==> src/sv/ispf_pkg.sv <==
// Shared types and constants of the stimulus packet filter.
// Used by the controller, the datapath and the top level; depends on nothing.
package ispf_pkg;

    // Default packet buffer depth in bytes
    localparam int unsigned PACKET_BYTES_DEFAULT = 64;

    // Configuration register indexes and address decode
    localparam int unsigned CFG_ADDR_W = 3;
    localparam logic REG_CHANNEL_MASK = 1'b0;

    // Stream payload layout
    localparam int unsigned S_TDATA_W = 16;
    localparam int unsigned M_TDATA_W = 8;

    // Header fields
    localparam int unsigned HDR_BAD_BIT = 2;
    localparam logic [1:0] SIZE_NONE = 2'd0;
    localparam logic [1:0] SIZE_1B   = 2'd1;
    localparam logic [1:0] SIZE_2B   = 2'd2;
    localparam logic [1:0] SIZE_4B   = 2'd3;

    typedef enum logic [1:0] {
        ST_IDLE,
        ST_FLUSH_RD,
        ST_FLUSH_LD
    } ctrl_state_t;

    // Controller to datapath
    typedef struct packed {
        logic accept;     // input item taken this cycle
        logic rd_start;   // restart read index for a flush
        logic rd_issue;   // read packet store at read index
        logic load_out;   // move read data into the output register
    } dp_cmd_t;

    // Datapath to controller
    typedef struct packed {
        logic flush_req;  // current input would flush a full buffer to the link
        logic out_free;   // output register can take a byte this cycle
        logic rd_last;    // read index points at the final stored byte
    } dp_status_t;

endpackage

==> src/sv/ispf_ctrl.sv <==
// Controller state machine of the stimulus packet filter.
// Depends on ispf_pkg for the state and command/status types.
module ispf_ctrl (
    input  logic                 clk,
    input  logic                 rst_n,
    input  logic                 s_tvalid,
    output logic                 s_tready,
    input  ispf_pkg::dp_status_t status,
    output ispf_pkg::dp_cmd_t    cmd
);

    ispf_pkg::ctrl_state_t state_reg;
    ispf_pkg::ctrl_state_t state_next;

    // State register
    always_ff @(posedge clk or negedge rst_n)
    begin
        if (!rst_n)
        begin
            state_reg <= ispf_pkg::ST_IDLE;
        end
        else
        begin
            state_reg <= state_next;
        end
    end

    // Next state
    always_comb
    begin
        state_next = state_reg;
        unique case (state_reg)
            ispf_pkg::ST_IDLE:
            begin
                if (s_tvalid && status.flush_req)
                begin
                    state_next = ispf_pkg::ST_FLUSH_RD;
                end
            end
            ispf_pkg::ST_FLUSH_RD:
            begin
                state_next = ispf_pkg::ST_FLUSH_LD;
            end
            ispf_pkg::ST_FLUSH_LD:
            begin
                if (status.out_free)
                begin
                    state_next = status.rd_last ? ispf_pkg::ST_IDLE : ispf_pkg::ST_FLUSH_RD;
                end
            end
            default:
            begin
                state_next = ispf_pkg::ST_IDLE;
            end
        endcase
    end

    // Outputs: take items only when idle, stream the store out during a flush
    always_comb
    begin
        s_tready     = 1'b0;
        cmd          = '0;
        unique case (state_reg)
            ispf_pkg::ST_IDLE:
            begin
                s_tready     = 1'b1;
                cmd.accept   = s_tvalid;
                cmd.rd_start = s_tvalid && status.flush_req;
            end
            ispf_pkg::ST_FLUSH_RD:
            begin
                cmd.rd_issue = 1'b1;
            end
            ispf_pkg::ST_FLUSH_LD:
            begin
                cmd.load_out = status.out_free;
            end
            default:
            begin
                s_tready = 1'b0;
            end
        endcase
    end

endmodule

==> src/sv/ispf_datapath.sv <==
// Datapath of the stimulus packet filter: header decode, packet store,
// read-out index and output register. Depends on ispf_pkg.
module ispf_datapath #(
    parameter int unsigned PACKET_BYTES = ispf_pkg::PACKET_BYTES_DEFAULT
) (
    input  logic                 clk,
    input  logic                 rst_n,
    input  ispf_pkg::dp_cmd_t    cmd,
    output ispf_pkg::dp_status_t status,
    input  logic [7:0]           data_byte,
    input  logic                 link_ready,
    input  logic [31:0]          channel_mask,
    input  logic                 m_tready,
    output logic                 m_tvalid,
    output logic [7:0]           out_byte,
    output logic                 last_of_packet
);

    localparam int unsigned AW = (PACKET_BYTES > 1) ? $clog2(PACKET_BYTES) : 1;
    localparam logic [AW-1:0] LAST_IDX = AW'(PACKET_BYTES - 1);

    logic [7:0]    store_mem [PACKET_BYTES];
    logic [7:0]    rd_data_reg;

    logic [2:0]    payload_left_reg;
    logic [2:0]    payload_left_next;
    logic          fwd_en_reg;
    logic          fwd_en_next;
    logic [AW-1:0] fill_count_reg;
    logic [AW-1:0] fill_count_next;
    logic [AW-1:0] rd_idx_reg;
    logic [AW-1:0] rd_idx_next;
    logic          out_valid_reg;
    logic          out_valid_next;
    logic [7:0]    out_byte_reg;
    logic          out_last_reg;

    logic          hdr_ok;
    logic          store_we;
    logic          fill_full;

    assign hdr_ok    = !data_byte[ispf_pkg::HDR_BAD_BIT] && (data_byte[1:0] != ispf_pkg::SIZE_NONE);
    assign fill_full = (fill_count_reg == LAST_IDX);
    assign store_we  = cmd.accept && (payload_left_reg != 3'd0) && fwd_en_reg;

    // Status towards the controller
    always_comb
    begin
        status.flush_req = (payload_left_reg != 3'd0) && fwd_en_reg && fill_full && link_ready;
        status.out_free  = !out_valid_reg || m_tready;
        status.rd_last   = (rd_idx_reg == LAST_IDX);
    end

    // Decode headers, count payload and fill level
    always_comb
    begin
        payload_left_next = payload_left_reg;
        fwd_en_next       = fwd_en_reg;
        fill_count_next   = fill_count_reg;
        if (cmd.accept)
        begin
            if (payload_left_reg == 3'd0)
            begin
                if (hdr_ok)
                begin
                    fwd_en_next = channel_mask[data_byte[7:3]];
                    unique case (data_byte[1:0])
                        ispf_pkg::SIZE_1B: payload_left_next = 3'd1;
                        ispf_pkg::SIZE_2B: payload_left_next = 3'd2;
                        ispf_pkg::SIZE_4B: payload_left_next = 3'd4;
                        default:           payload_left_next = 3'd0;
                    endcase
                end
                else
                begin
                    fwd_en_next     = 1'b0;
                    fill_count_next = '0;
                end
            end
            else
            begin
                payload_left_next = payload_left_reg - 3'd1;
                if (fwd_en_reg)
                begin
                    fill_count_next = fill_full ? '0 : fill_count_reg + AW'(1);
                end
            end
        end
    end

    // Advance the read index through the store during a flush
    always_comb
    begin
        rd_idx_next = rd_idx_reg;
        if (cmd.rd_start)
        begin
            rd_idx_next = '0;
        end
        else if (cmd.load_out && !status.rd_last)
        begin
            rd_idx_next = rd_idx_reg + AW'(1);
        end
    end

    // Hold a byte until the sink takes it
    always_comb
    begin
        out_valid_next = out_valid_reg;
        if (cmd.load_out)
        begin
            out_valid_next = 1'b1;
        end
        else if (m_tready)
        begin
            out_valid_next = 1'b0;
        end
    end

    // Control registers
    always_ff @(posedge clk or negedge rst_n)
    begin
        if (!rst_n)
        begin
            payload_left_reg <= 3'd0;
            fwd_en_reg       <= 1'b0;
            fill_count_reg   <= '0;
            rd_idx_reg       <= '0;
            out_valid_reg    <= 1'b0;
        end
        else
        begin
            payload_left_reg <= payload_left_next;
            fwd_en_reg       <= fwd_en_next;
            fill_count_reg   <= fill_count_next;
            rd_idx_reg       <= rd_idx_next;
            out_valid_reg    <= out_valid_next;
        end
    end

    // Packet store: one write port, one registered read port
    always_ff @(posedge clk)
    begin
        if (store_we)
        begin
            store_mem[fill_count_reg] <= data_byte;
        end
        if (cmd.rd_issue)
        begin
            rd_data_reg <= store_mem[rd_idx_reg];
        end
    end

    // Output payload register
    always_ff @(posedge clk)
    begin
        if (cmd.load_out)
        begin
            out_byte_reg <= rd_data_reg;
            out_last_reg <= status.rd_last;
        end
    end

    assign m_tvalid       = out_valid_reg;
    assign out_byte       = out_byte_reg;
    assign last_of_packet = out_last_reg;

endmodule

==> src/sv/itm_stimulus_packet_filter.sv <==
// Top level of the stimulus packet filter: configuration register, controller
// and datapath. Depends on ispf_pkg, ispf_ctrl and ispf_datapath.

// The block takes one trace byte per input item and accepts an item every cycle
// while no flush is running. When PACKET_BYTES forwarded payload bytes have been
// collected and the item that completes them has link_ready set, input stops for
// the flush: each stored byte is first read from the packet store through its
// single registered read port and then loaded into the output register, so a flush
// holds the input until every stored byte has passed both steps and while the sink
// stalls. Items are taken again in the cycle the final byte enters the output
// register, even while it still waits there. Write channel_mask only while idle.
module itm_stimulus_packet_filter #(
    parameter int unsigned PACKET_BYTES = ispf_pkg::PACKET_BYTES_DEFAULT
) (
    input  logic                              clk,
    input  logic                              rst_n,
    // Input stream
    input  logic                              s_tvalid,
    output logic                              s_tready,
    input  logic [ispf_pkg::S_TDATA_W-1:0]    s_tdata,   // [7:0] data_byte, [8] link_ready
    // Output stream
    output logic                              m_tvalid,
    input  logic                              m_tready,
    output logic [ispf_pkg::M_TDATA_W-1:0]    m_tdata,   // [7:0] out_byte
    output logic                              m_tlast,   // last_of_packet
    // Configuration port
    input  logic                              psel,
    input  logic                              penable,
    input  logic                              pwrite,
    input  logic [ispf_pkg::CFG_ADDR_W-1:0]   paddr,
    input  logic [31:0]                       pwdata,
    output logic [31:0]                       prdata,
    output logic                              pready
);

    ispf_pkg::dp_cmd_t    cmd;
    ispf_pkg::dp_status_t status;

    logic [31:0] channel_mask_reg;
    logic [31:0] channel_mask_next;
    logic        cfg_write;

    assign pready    = 1'b1;
    assign cfg_write = psel && penable && pwrite && pready;

    // Register write decode
    always_comb
    begin
        channel_mask_next = channel_mask_reg;
        if (cfg_write && (paddr[2] == ispf_pkg::REG_CHANNEL_MASK))
        begin
            channel_mask_next = pwdata;
        end
    end

    always_ff @(posedge clk or negedge rst_n)
    begin
        if (!rst_n)
        begin
            channel_mask_reg <= 32'd0;
        end
        else
        begin
            channel_mask_reg <= channel_mask_next;
        end
    end

    // Register read-back
    assign prdata = (paddr[2] == ispf_pkg::REG_CHANNEL_MASK) ? channel_mask_reg : 32'd0;

    ispf_ctrl u_ctrl (
        .clk      (clk),
        .rst_n    (rst_n),
        .s_tvalid (s_tvalid),
        .s_tready (s_tready),
        .status   (status),
        .cmd      (cmd)
    );

    ispf_datapath #(
        .PACKET_BYTES (PACKET_BYTES)
    ) u_datapath (
        .clk            (clk),
        .rst_n          (rst_n),
        .cmd            (cmd),
        .status         (status),
        .data_byte      (s_tdata[7:0]),
        .link_ready     (s_tdata[8]),
        .channel_mask   (channel_mask_reg),
        .m_tready       (m_tready),
        .m_tvalid       (m_tvalid),
        .out_byte       (m_tdata),
        .last_of_packet (m_tlast)
    );

endmodule

==> config.mk <==
export PLATFORM = sky130hd
export DESIGN_NAME = itm_stimulus_packet_filter
export DESIGN_NICKNAME = d
export VERILOG_FILES = /design/src/sv/ispf_pkg.sv /design/src/sv/ispf_ctrl.sv /design/src/sv/ispf_datapath.sv /design/src/sv/itm_stimulus_packet_filter.sv
export SDC_FILE = /design/constraint.sdc
export NUM_CORES = 1
export LEC_CHECK = 0
export ABC_AREA = 0
export BUFFER_PORTS_ARGS = -buffer_cell sky130_fd_sc_hd__buf_2
export CAP_MARGIN = 20
export CORE_UTILIZATION = 30
export DETAILED_ROUTE_END_ITERATION = 7
export PLACE_DENSITY = 0.49
export SYNTH_ARGS = -nofsm -noshare
export SYNTH_HDL_FRONTEND = slang
export SYNTH_SLANG_ARGS = --single-unit
==> constraint.sdc <==
create_clock -name clk -period 3.6 [get_ports clk]
set_input_delay 0 -clock clk [delete_from_list [all_inputs] [get_ports clk]]
set_output_delay 0 -clock clk [all_outputs]
set_load 0.03 [all_outputs]
# ---- Yosys cells after proc, flatten, opt, wreduce, memory -nomap -nowiden
# Memory sizes are Yosys's and may differ from the RTL's. A register that Yosys moved wholly into a read port is not among the register bits.
# Index checks and enable logic that the tools add are counted.
# Widths: inputs -> output; s select.
dict set report classes {
  n_reduce_logical 26
  n_eq_ne 11
  bitwise_logic 1
  n_addsub 3
  n_mux 25
  n_lt_le_gt_ge 1
}
# operator n
set op_table {}
lappend op_table {{$mux 6} 6}
lappend op_table {{$mux 32} 1}
lappend op_table {{$add 6x1->6 const B} 2}
lappend op_table {{$eq 6x6->1 const B} 2}
lappend op_table {{$logic_and 1x1->1} 11}
lappend op_table {{$mux 1} 10}
lappend op_table {{$pmux 3 s3} 1}
lappend op_table {{$reduce_bool 2->1} 4}
lappend op_table {{$eq 2x2->1 const B} 3}
lappend op_table {{$lt 5x6->1 const B} 1}
lappend op_table {{$mux 2} 3}
lappend op_table {{$mux 3} 2}
lappend op_table {{$ne 2x1->1 const B} 3}
lappend op_table {{$pmux 2 s3} 1}
lappend op_table {{$reduce_and 2->1} 3}
lappend op_table {{$bmux 1 s5} 1}
lappend op_table {{$eq 2x1->1 const B} 2}
lappend op_table {{$logic_not 1->1} 3}
lappend op_table {{$logic_not 3->1} 1}
lappend op_table {{$reduce_and 3->1} 1}
lappend op_table {{$reduce_bool 3->1} 1}
lappend op_table {{$sub 3x1->3 const B} 1}
lappend op_table {{$logic_not 2->1} 1}
lappend op_table {{$ne 2x2->1 const B} 1}
lappend op_table {{other kinds (2)} 2}
dict set report word_totals {
  elab_cells 77
  ram_bits 512
  register_bits 60
  out_inout_bits 44
  mem_count 1
}
# memory words word_bits read_ports rd_clocked_by_memory_dff write_ports line
set memory_table {}
lappend memory_table {u_datapath.store_mem 64 8 1 1 1 ispf_datapath.sv:22} ;# logic [7:0] store_mem [PACKET_BYTES];

# ---- Longest topological paths before layout
# Gate-level depths: netlist of the first run.
dict set report depth {
  word_depth 10
  mapped_depth 9
  depth_no_buf 7
}

# ---- By module
# Synthesis of the first run repeated with hierarchy kept, for this count alone.
dict set report hier_totals {
  hier_cells 1207
  area_unflattened_um2 23402.4
}
# module instances cells_per_inst area_each_um2 seq_area_each_um2
set by_module_without_submodules {}
lappend by_module_without_submodules {ispf_datapath 1 1090 21723.3 16310.6}
lappend by_module_without_submodules {itm_stimulus_packet_filter 1 105 1554.0 800.8}
lappend by_module_without_submodules {ispf_ctrl 1 12 125.1 50.0}

# ---- Worst setup path before layout of the first run
# Ideal clock, no wire load.
dict set report synth_path {
  path_type {reg2reg}
  from {reg u_ctrl.state_reg[1]}
  to {mem u_datapath.store_mem[53][0] (enable)}
  arrival_ps 1927
  setup_time_ps 370
  path_stages_with_launch 7
  period_less_slack_ps 2298
  slack_ps 1302
  cell_sequence {dfrtp_1 nor3b_2 and3_1 buf_4 nor2b_1 nand3_1 nor2_1}
}
dict set report synth_between {
  elab_chain_cells 6
}
# element line
set synth_lines {}
lappend synth_lines {{start: declaration} ispf_ctrl.sv:12} ;# ispf_pkg::ctrl_state_t state_reg;
lappend synth_lines {{start signal: assignment} ispf_ctrl.sv:20} ;# state_reg <= ispf_pkg::ST_IDLE;
lappend synth_lines {{start signal: assignment} ispf_ctrl.sv:24} ;# state_reg <= state_next;
lappend synth_lines {{$logic_not 2->1} ispf_ctrl.sv:63} ;# unique case (state_reg)
lappend synth_lines {{$mux 2} ispf_ctrl.sv:63}
lappend synth_lines {{$logic_and 1x1->1 (2 in a row)} ispf_datapath.sv:44} ;# assign store_we = cmd.accept && (payload_left_reg != 3'd0) && fwd_en_reg;
lappend synth_lines {{$mux 1} ispf_datapath.sv:143} ;# if (store_we)
lappend synth_lines {{$mux 1 (implied by the code)} ispf_datapath.sv:145} ;# store_mem[fill_count_reg] <= data_byte;
lappend synth_lines {{end: declaration} ispf_datapath.sv:22}
# Every way passes these cells.

==> impl_metrics.ini, run 1 <==
[synth]
ys_warn_count = 0
ys_seq_area_frac = 0.7434
synth.avg_cell_area_um2 = 19.85
synth-edff-count = 529
synth_async_sr_flop_share = 0.08793
ys_types = 51
synth.cell_area_um2 = 23080
synth_seq_cells = 580
syn_inst = 1163
syn-num-nets = 1225
ys.flop_type = edfxtp_1

[worst_setup_path]
crit-reg2reg-launch = u_datapath.rd_idx_reg[0]$_DFFE_PN0P_
r2r_cells = 6
path_class = reg -> reg
start_kind = flop
r2r_slack_ps = 700
cp_max_fo = 21
required_ps = 3940
crit_arrival_ps = 3240
r2r-end = u_datapath.rd_data_reg[4]$_DFFE_PN_
endpoint_kind = flop

[sta]
slew_headroom = 0.2898
fmax_ghz = 0.3451
tns_ps = 0
grt_setup_unrepaired = false
worst_pin_slew_ps = 1061
setup_viol = 0
final_hold_viol_count = 0
min_period_ps = 2897
skew_ps = 27.67
timing.final.crit_share = 0.8049
report.final.slew_viol_count = 0

[die]
dieWidth_um = 279.4
coreArea_um2 = 76080
io_pins = 102
dieArea_um2 = 78060
die_h_um = 279.4
row_count = 101
start_util = 0.3034

[finish]
layout_common_cells = edfxtp_1, mux4_2, buf_2
multi_input_area_um2 = 5549
n_fill_cell = 7188
drive_gt1_frac = 0.3177
syn2layout_area_growth_pct = 20.04
fin_nets = 1441
layout_commonest_cell = edfxtp_1
final_util = 0.3642
largest_register_ffs = 512
register_area_um2 = 17170

[clocking]
clk-insertion-delay-late_ps = 610
cts_buffer_depth = 3
clockRootBuffer = clkbuf_16
cts_made_buffers = 66
clk_pin_slew_ps = 70
postCtsSetupBuffers = 0
cts.sinks = 580
cts_tree = yes
htree_levels = 3

[grt]
grt_pass1_wl_um = 83330
grt_use_total = 0.1466
grt_max_degree = 67
gr-total-overflow = 0
antenna_found_initial = 4
grt_pass1_vias = 12234

[routing]
detail-route-antenna-nets = 0
drt_iter0_drc = 859
vias_per_cell = 4.754
wl_per_cell_um = 22.89
wirelength_um = 56310
vias = 11694
drc = 0
firstDrtPassIters = 5

[power_and_ir_drop]
power.density_nw_per_um2 = 548.9
leakage_nw = 9.012
total_power_mw = 15.21
peakVddDrop_uv = 336.9

[place]
place_hpwl_um = 35650
routabilityCongestion = 0.7644
io_buffers = 91

[run_status]
status = finished, final reports clean

[flow_run]
drv_cap = 0

[min_path]
hold_class = in -> async
[Yosys cell counts, drive strengths merged (2+ instances only)]
library cell,count,share of area
o2111ai,2,0.00076
nand3,11,0.0024
or3b,2,0.00076
nand2,32,0.0052
a31oi,2,0.00054
nor2,83,0.013
clkbuf,24,0.0039
o21bai,2,0.00065
mux2i,43,0.019
dfrtp,51,0.055
xnor2,2,0.00076
clkinv,2,0.00033
nor2b,40,0.011
mux4,140,0.14
and2,3,0.00081
a21oi,23,0.0050
nand3b,4,0.0013
nand4,3,0.0011
xor2,4,0.0015
or3,2,0.00054
o21ai,14,0.0030
ha,4,0.0022
and3,4,0.0011
nand2b,6,0.0016
inv,6,0.00098
buf,39,0.011
edfxtp,529,0.69
a211oi,3,0.00098
nor3,11,0.0024
mux2,33,0.016
a2111oi,2,0.00076
o211ai,6,0.0020
or2,2,0.00054
o22ai,19,0.0051
[power by group]
group | total [mW] | internal (mW) | switching, mW
Combinational | 0.907 | 0.333 | 0.574
Sequential | 7.59 | 7.48 | 0.110
Clock | 6.71 | 4.00 | 2.71
Total | 15.2 | 11.8 | 3.39
[worst max-delay path, stage by stage (launching register included)]
cell and delay (ps):
dfrtp_4 730, buf_4 330, mux4_2 540, o22ai_1 330, nor3_1 130, a21oi_1 420
a211oi_1 150
[per-layer routing]
| layer | routed length, um | GRT usage | vias to the layer above | share of wire |
|---|---|---|---|---|
| met5 | 13 | 0 | - | 0.00023 |
| met4 | 1011 | 0.04428 | 2 | 0.018 |
| met3 | 2950 | 0.02727 | 68 | 0.052 |
| met2 | 27210 | 0.2373 | 295 | 0.48 |
| met1 | 25130 | 0.2006 | 6176 | 0.45 |
| li1 | - | - | 5153 | - |
[final cells by class]
type | instances | area share
clock inverters | 35 | 0.01413
diodes | 1 | 0.00009031
well taps | 1030 | 0.04651
repair buffers | 211 | 0.05454
flip-flops and latches | 580 | 0.6196
clock buffers | 83 | 0.06376
inverters | 8 | 0.001084
multi-input cells | 512 | 0.2003
[through the flow]
step / cell area (um2) / hold slack (ps) / setup slack [ps] / cells
4_1_cts: 27710 / 0.03109 / 702.2 / 2459
3_5_place_dp: 25180 / 115.9 / 698.9 / 2304
2_1_floorplan: 23080 / -295.6 / 1302 / 1163
6_report: 27710 / 4.347 / 702.5 / 2460
3_3_place_gp: 25180 / 107.1 / 702.6 / 2304
5_1_grt: 27710 / 37.89 / 565.9 / 2459
[worst max path at each step]
stage                     cells after the start  slack (ps)                                  startpoint                                     to
after global placement                        5         700        u_datapath.rd_idx_reg[0]$_DFFE_PN0P_    u_datapath.rd_data_reg[7]$_DFFE_PN_
after floorplan                               6        1300             u_ctrl.state_reg[1]$_DFFE_PN0P_  u_datapath.store_mem[53][0]$_DFFE_PP_
after CTS                                     5         700        u_datapath.rd_idx_reg[0]$_DFFE_PN0P_    u_datapath.rd_data_reg[3]$_DFFE_PN_
after detailed placement                      5         700        u_datapath.rd_idx_reg[0]$_DFFE_PN0P_    u_datapath.rd_data_reg[3]$_DFFE_PN_
final                                         6         700        u_datapath.rd_idx_reg[0]$_DFFE_PN0P_    u_datapath.rd_data_reg[4]$_DFFE_PN_
after global routing                          7         570  u_datapath.payload_left_reg[0]$_DFFE_PN0P_  u_datapath.store_mem[55][7]$_DFFE_PP_
[what timing repair did]
action,in CTS,in global routing
hold endpoints to repair,82,0
hold buffers,37,0
endpoints found under the setup margin,0,0
gates resized for setup,0,0
[kinds of logic after synthesis]
| kind of cell | synth area share |
|---|---|
| other | 0.0001624 |
| multiplexers | 0.1713 |
| XOR/XNOR | 0.002276 |
| buffers and inverters | 0.01621 |
| adder cells (fa/ha/maj) | 0.002168 |
| AND/OR/NAND/NOR | 0.04369 |
| flip-flops | 0.7434 |
| AO/OA/AOI/OAI | 0.02076 |
Power figures use the tool's default switching activity.
==> run 2, diff against run 1 <==
--- a/config.mk
+++ b/config.mk
@@ -10,7 +10,7 @@
 export CAP_MARGIN = 20
 export CORE_UTILIZATION = 30
 export DETAILED_ROUTE_END_ITERATION = 7
-export PLACE_DENSITY = 0.49
+export PLACE_DENSITY = 0.5
 export SYNTH_ARGS = -nofsm -noshare
 export SYNTH_HDL_FRONTEND = slang
 export SYNTH_SLANG_ARGS = --single-unit
==> constraint.sdc (replaced) <==
create_clock -name clk -period 2.4 [get_ports clk]
set_input_delay 0 -clock clk [delete_from_list [all_inputs] [get_ports clk]]
set_output_delay 0 -clock clk [all_outputs]
set_load 0.03 [all_outputs]
==> run 2 against run 1 <==
Effect of this change:
- non-clock buffer count rose by 91
- core utilization increased by 1.4 points
- die area unchanged
- count of clock-buffer cells in the layout shrank 1
- routed wire length increased by 3.8%
- the run now ends with setup timing left
- register-to-register slack got worse by 720 ps
- via count rose by 2.8%
- sequential share of layout area fell by 2.3 points
- design area increased by 3.9%
==> impl_metrics.ini, run 2 (synthesized netlist as in run 1, its figures left out) <==
[clocking]
clk_pin_slew_ps = 60
cts_buffer_depth = 3
clk-insertion-delay-late_ps = 600
cts_tree = yes
clockRootBuffer = clkbuf_16
cts.sinks = 580
cts_made_buffers = 67
htree_levels = 3

[grt]
grt_pass1_vias = 12480
gr-total-overflow = 0
antenna_found_initial = 0
grt_use_total = 0.1498
grt_max_degree = 67
grt_pass1_wl_um = 85070

[worst_setup_path]
crit_arrival_ps = 2760
cp_max_fo = 8
path_class = reg -> reg
critPathLaunch = u_datapath.rd_idx_reg[0]$_DFFE_PN0P_
start_kind = flop
endpoint_kind = flop
required_ps = 2740
r2r-end = u_datapath.rd_data_reg[7]$_DFFE_PN_
r2r_cells = 6
r2r_slack_ps = -20
worstSetupEndpoint = u_datapath.rd_data_reg[7]$_DFFE_PN_
crit-reg2reg-launch = u_datapath.rd_idx_reg[0]$_DFFE_PN0P_

[run_status]
status = complete, but fails checks
violations = setup timing

[flow_run]
drv_cap = 0

[place]
postPlaceCellArea_um2 = 25820
routabilityCongestion = 0.7931
io_buffers = 91
place_hpwl_um = 37570
numPlacedInstances = 2373
pre_cts_slack_ps = -152.0

[power_and_ir_drop]
peakVddDrop_uv = 438.7
total_power_mw = 22.77
power.density_nw_per_um2 = 790.6
leakage_nw = 9.557

[routing]
drc = 0
vias_per_cell = 4.710
drt_iter0_drc = 837
vias = 12020
firstDrtPassIters = 5
wl_per_cell_um = 22.91
wirelength_um = 58460
detail-route-antenna-nets = 0

[die]
row_count = 101
io_pins = 102
coreArea_um2 = 76080
dieWidth_um = 279.4
die_h_um = 279.4
start_util = 0.3034
dieArea_um2 = 78060

[finish]
final_util = 0.3786
final-instance-count-excl-fill = 2552
antennaDiodeCount = 0
multi_input_area_um2 = 5717
fin_nets = 1533
layout_common_cells = edfxtp_1, buf_4, mux4_2
n_fill_cell = 7064
largest_register_ffs = 512
register_area_um2 = 17170
fin_area_um2 = 28800
syn2layout_area_growth_pct = 24.76
drive_gt1_frac = 0.3732
layout_commonest_cell = edfxtp_1

[sta]
report.final.slew_viol_count = 0
skew_ps = 22.06
min_period_ps = 2419
worst_slack_ps = -18.81
timing.final.crit_share = 1.008
hold_slack_ps = 42.92
tns_ps = -27.70
slew_headroom = 0.4325
worst_pin_slew_ps = 851.3
fmax_ghz = 0.4134
final_hold_viol_count = 0
setup_viol = 2
grt_setup_unrepaired = true

[min_path]
hold_class = in -> async
run 2: cell count changes in the layout (fill, tap and decap cells not counted), moves of 4 or more:
cell and change:
buf_6 +7, clkinv_2 +4, nor3_2 +7, clkbuf_16 +4
o22ai_1 -4, o22ai_2 +4, buf_4 +65, buf_12 +10
nor3_1 -7, mux2i_1 -6
run 2: critical path, stage by stage (launching register included):
cell,delay [ps]
dfrtp_4,530
buf_8,170
buf_12,150
mux4_2,560
mux4_2,510
o21ai_4,190
a21oi_1,50
run 2: report_power, final:
group          total [mW]  internal [mW]  switching [mW]  leakage [nW]
Sequential           11.4           11.2           0.162          5.38
Clock                9.97           5.94            4.04          1.05
Combinational        1.41          0.528           0.886          3.12
Total                22.8           17.7            5.08          9.56
run 2: final cells by class:
type	count	share of cell area
Tap cell	1030	0.04475
Inverter	8	0.001043
Multi-Input combinational cell	512	0.1985
Clock buffer	82	0.06164
Sequential cell	580	0.5962
Clock inverter	38	0.01290
Timing Repair Buffer	302	0.08502
run 2: metal layers:
metal	share of wire	wire length, um	track usage	up-vias
li1	-	-	-	5334
met1	0.46	26680	0.2072	6319
met2	0.48	28080	0.2412	283
met3	0.038	2232	0.02585	84
met4	0.025	1460	0.04610	0
met5	0	0	0	-
run 2: timing repair:
| action | 4_1_cts | 5_1_grt |
|---|---|---|
| setup endpoints to repair | 8 | 120 |
| setup buffers | 9 | 8 |
| cloned | 1 | 2 |
| pin swaps | 1 | 3 |
| resized for setup | 18 | 31 |
| hold buffers | 39 | 0 |
| endpoints found under the hold margin | 118 | 0 |
run 2: worst min-delay path by stage:
stage / startpoint / end / slack [ps]
3_5_place_dp: rst_n / channel_mask_reg[27]$_DFFE_PN0P_ / 150
3_3_place_gp: rst_n / channel_mask_reg[27]$_DFFE_PN0P_ / 130
5_1_grt: s_tdata[5] / u_datapath.store_mem[11][5]$_DFFE_PP_ / 50
2_1_floorplan: rst_n / channel_mask_reg[0]$_DFFE_PN0P_ / -300
6_report: rst_n / channel_mask_reg[25]$_DFFE_PN0P_ / 40
4_1_cts: rst_n / channel_mask_reg[27]$_DFFE_PN0P_ / 50
==> run 3, diff against run 2 <==
--- a/config.mk
+++ b/config.mk
@@ -13,4 +13,5 @@
 export PLACE_DENSITY = 0.5
 export SYNTH_ARGS = -nofsm -noshare
 export SYNTH_HDL_FRONTEND = slang
+export SYNTH_HIERARCHICAL = 1
 export SYNTH_SLANG_ARGS = --single-unit
==> run 3 against run 2 <==
Effect of this change:
- sequential share of layout area fell by 0.27 points
- critical path depth did not move
- clock skew rose by 41 ps
- non-clock buffer count rose by 17
- largest cell class unchanged
- register-to-register slack barely moved
- flip-flop and latch count did not move
- the run still ends with setup timing left
- total power fell by 3.6%
- final cell count rose by 2.2%
- critical path type unchanged
==> impl_metrics.ini, run 3 <==
[routing]
detail-route-antenna-nets = 0
vias_per_cell = 4.768
wirelength_um = 58380
drt_iter0_drc = 1035
wl_per_cell_um = 22.38
drc = 0
vias = 12441
firstDrtPassIters = 7

[power_and_ir_drop]
clkPwrFrac = 0.413
leakage_nw = 9.689
switchingPower_mw = 4.987
peakVddDrop_uv = 556.6
p_sw_frac = 0.2271
p_int_mw = 16.97
comb_power_share = 0.064
p_seq_frac = 0.523
power.density_nw_per_um2 = 759.0

[place]
place_hpwl_um = 37830
numPlacedInstances = 2443
routabilityCongestion = 0.7892
io_buffers = 91

[worst_setup_path]
crit_path_cell_trace = buf_12 > or3b_1 > o221ai_1 > a211oi_2 > a311oi_1 > a31o_1
start_kind = flop
cp_max_fo = 10
worst_path_max_delay_cell = a311oi_1
path_class = reg -> reg
required_ps = 2930
endpoint_kind = flop
crit_arrival_ps = 2960
cpPeakStageDelay_ps = 570
r2r_slack_ps = -30

[die]
dieArea_um2 = 79130
dieWidth_um = 281.3
row_count = 102
die_h_um = 281.3
start_util = 0.3026
io_pins = 102
coreArea_um2 = 77340

[sta]
timing.final.crit_share = 1.012
skew_ps = 63.26
setup_viol = 1
worst_slack_ps = -28.03
grt_setup_unrepaired = true
min_period_ps = 2428
worst_pin_slew_ps = 834.8
final_hold_viol_count = 0
report.final.slew_viol_count = 0
fmax_ghz = 0.4119
slew_headroom = 0.4435

[run_status]
violations = setup timing
status = complete, but fails checks

[finish]
register_area_um2 = 17170
fin_nets = 1578
layout_commonest_cell = edfxtp_1
layout_common_cells = edfxtp_1, buf_4, mux4_2
n_fill_cell = 7228
final_util = 0.3741
largest_register_ffs = 512
drive_gt1_frac = 0.3614
syn2layout_area_growth_pct = 23.62
final-instance-count-excl-fill = 2609
multi_input_area_um2 = 5954
antennaDiodeCount = 0

[clocking]
clockRootBuffer = clkbuf_16
cts_tree = yes
cts_made_buffers = 61
cts.sinks = 580
clk-insertion-delay-late_ps = 660
clk_pin_slew_ps = 60
htree_levels = 2
cts_buffer_depth = 3

[synth]
synth_async_sr_flop_share = 0.08793
synth.cell_area_um2 = 23400
synth-edff-count = 529
ys_seq_area_frac = 0.7333
synth.avg_cell_area_um2 = 19.39
ys_warn_count = 6
syn-num-nets = 1269
synth_area_leaders = edfxtp_1, mux4_2, dfrtp_1
synth_top_area_share = 0.6788
syn_inst = 1207
synth_common_cells = edfxtp_1, mux4_2, nor2_1, dfrtp_1, nor2b_1
synth_seq_cells = 580
yosysTopAreaCell = edfxtp_1
ys_types = 54
ys.flop_type = edfxtp_1
synth.most_common_cell = edfxtp_1

[grt]
grt_util_met1 = 0.2130
grt_pass1_wl_um = 86120
busiest_layer = met2
grt_use_total = 0.1489
antenna_found_initial = 4
grt_max_degree = 68
grt_pass1_vias = 12844
gr-total-overflow = 0
use_met3 = 0.02452
met2_usage = 0.2358

[min_path]
hold_class = in -> reg

[flow_run]
drv_cap = 0
==> run 3: area by class of cell <==
cell class / instances / share of cell area
Timing Repair Buffer: 319 / 0.08737
Multi-Input combinational cell: 548 / 0.2058
Sequential cell: 580 / 0.5935
Inverter: 6 / 0.0007785
Clock buffer: 81 / 0.05778
Tap cell: 1040 / 0.04498
Clock inverter: 35 / 0.009775
==> run 3: worst max-delay path: cells and delay by family, from the launching register on <==
kind	cells	cell delay [ps]
AOI/OAI and AO/OA	4	1130
buffers and inverters	1	180
DFF	1	540
and+or+nand+nor	1	480
==> run 3: worst paths after layout <==
check / startpoint / cells after the start / end
min: s_tdata[8] / 3 / u_ctrl/state_reg[0]$_DFFE_PN0P_
min in group asynchronous: rst_n / 4 / channel_mask_reg[23]$_DFFE_PN0P_
min reg2reg: u_datapath/rd_data_reg[1]$_DFFE_PP_ / 0 / u_datapath/out_byte[1]$_DFFE_PP_
max reg2reg: u_datapath/rd_idx_reg[0]$_DFFE_PN0P_ / 6 / u_datapath/rd_data_reg[1]$_DFFE_PP_
max in group asynchronous: rst_n / 5 / u_datapath/rd_idx_reg[0]$_DFFE_PN0P_
max: u_datapath/rd_idx_reg[0]$_DFFE_PN0P_ / 6 / u_datapath/rd_data_reg[1]$_DFFE_PP_
==> run 3: per-stage QoR <==
step	area (um2)	hold WS, ps	TNS (ps)	power [mW]	worst slack, ps
global placement	26250	-168.7	-1354	13.01	-232.7
finish	28930	49.51	-28.03	21.96	-28.03
floorplan	23410	-295.6	-8746	12.45	-58.56
global route	28930	21.90	-36.27	22.73	-36.27
detailed placement	26250	-163.1	-1397	13.04	-234.0
CTS	28710	3.720	0	22.23	4.882
==> run 3: routing by layer <==
layer  wire length [um]  part of all wire
met1              27280              0.47
met2              27100              0.46
met4               1194             0.020
met5                 23           0.00039
met3               2786             0.048
==> run 3: power by group through the flow <==
stage | combinational (mW) | clock [mW] | sequential [mW]
floorplan | 0.887 | 0 | 11.6
global placement | 1.33 | 0 | 11.7
detailed placement | 1.36 | 0 | 11.7
CTS | 1.42 | 9.33 | 11.5
global route | 1.53 | 9.69 | 11.5
finish | 1.40 | 9.08 | 11.5
==> run 3: kinds of logic (layout without fill, tap and decap cells) <==
group                      after synthesis  count (layout)  synth area share
AOI/OAI and AO/OA                      108             108           0.03433
xor gates and xnor gates                 3               3          0.001123
adders and majority gates                4               4          0.002139
buffers and inverters                   79             441           0.01893
DFF                                    580             580            0.7333
muxes                                  213             213            0.1622
other                                    1               1         0.0001602
and+or+nand+nor                        219             219           0.04780
==> run 3: timing repair <==
| item | in CTS | in global routing |
|---|---|---|
| resized for setup | 14 | 29 |
| endpoints found under the setup margin | 8 | 414 |
| pin swaps | 2 | 1 |
| buffers inserted | 0 | 4 |
| hold buffers | 44 | 0 |
| gates cloned | 0 | 2 |
| hold endpoints to repair | 162 | 0 |
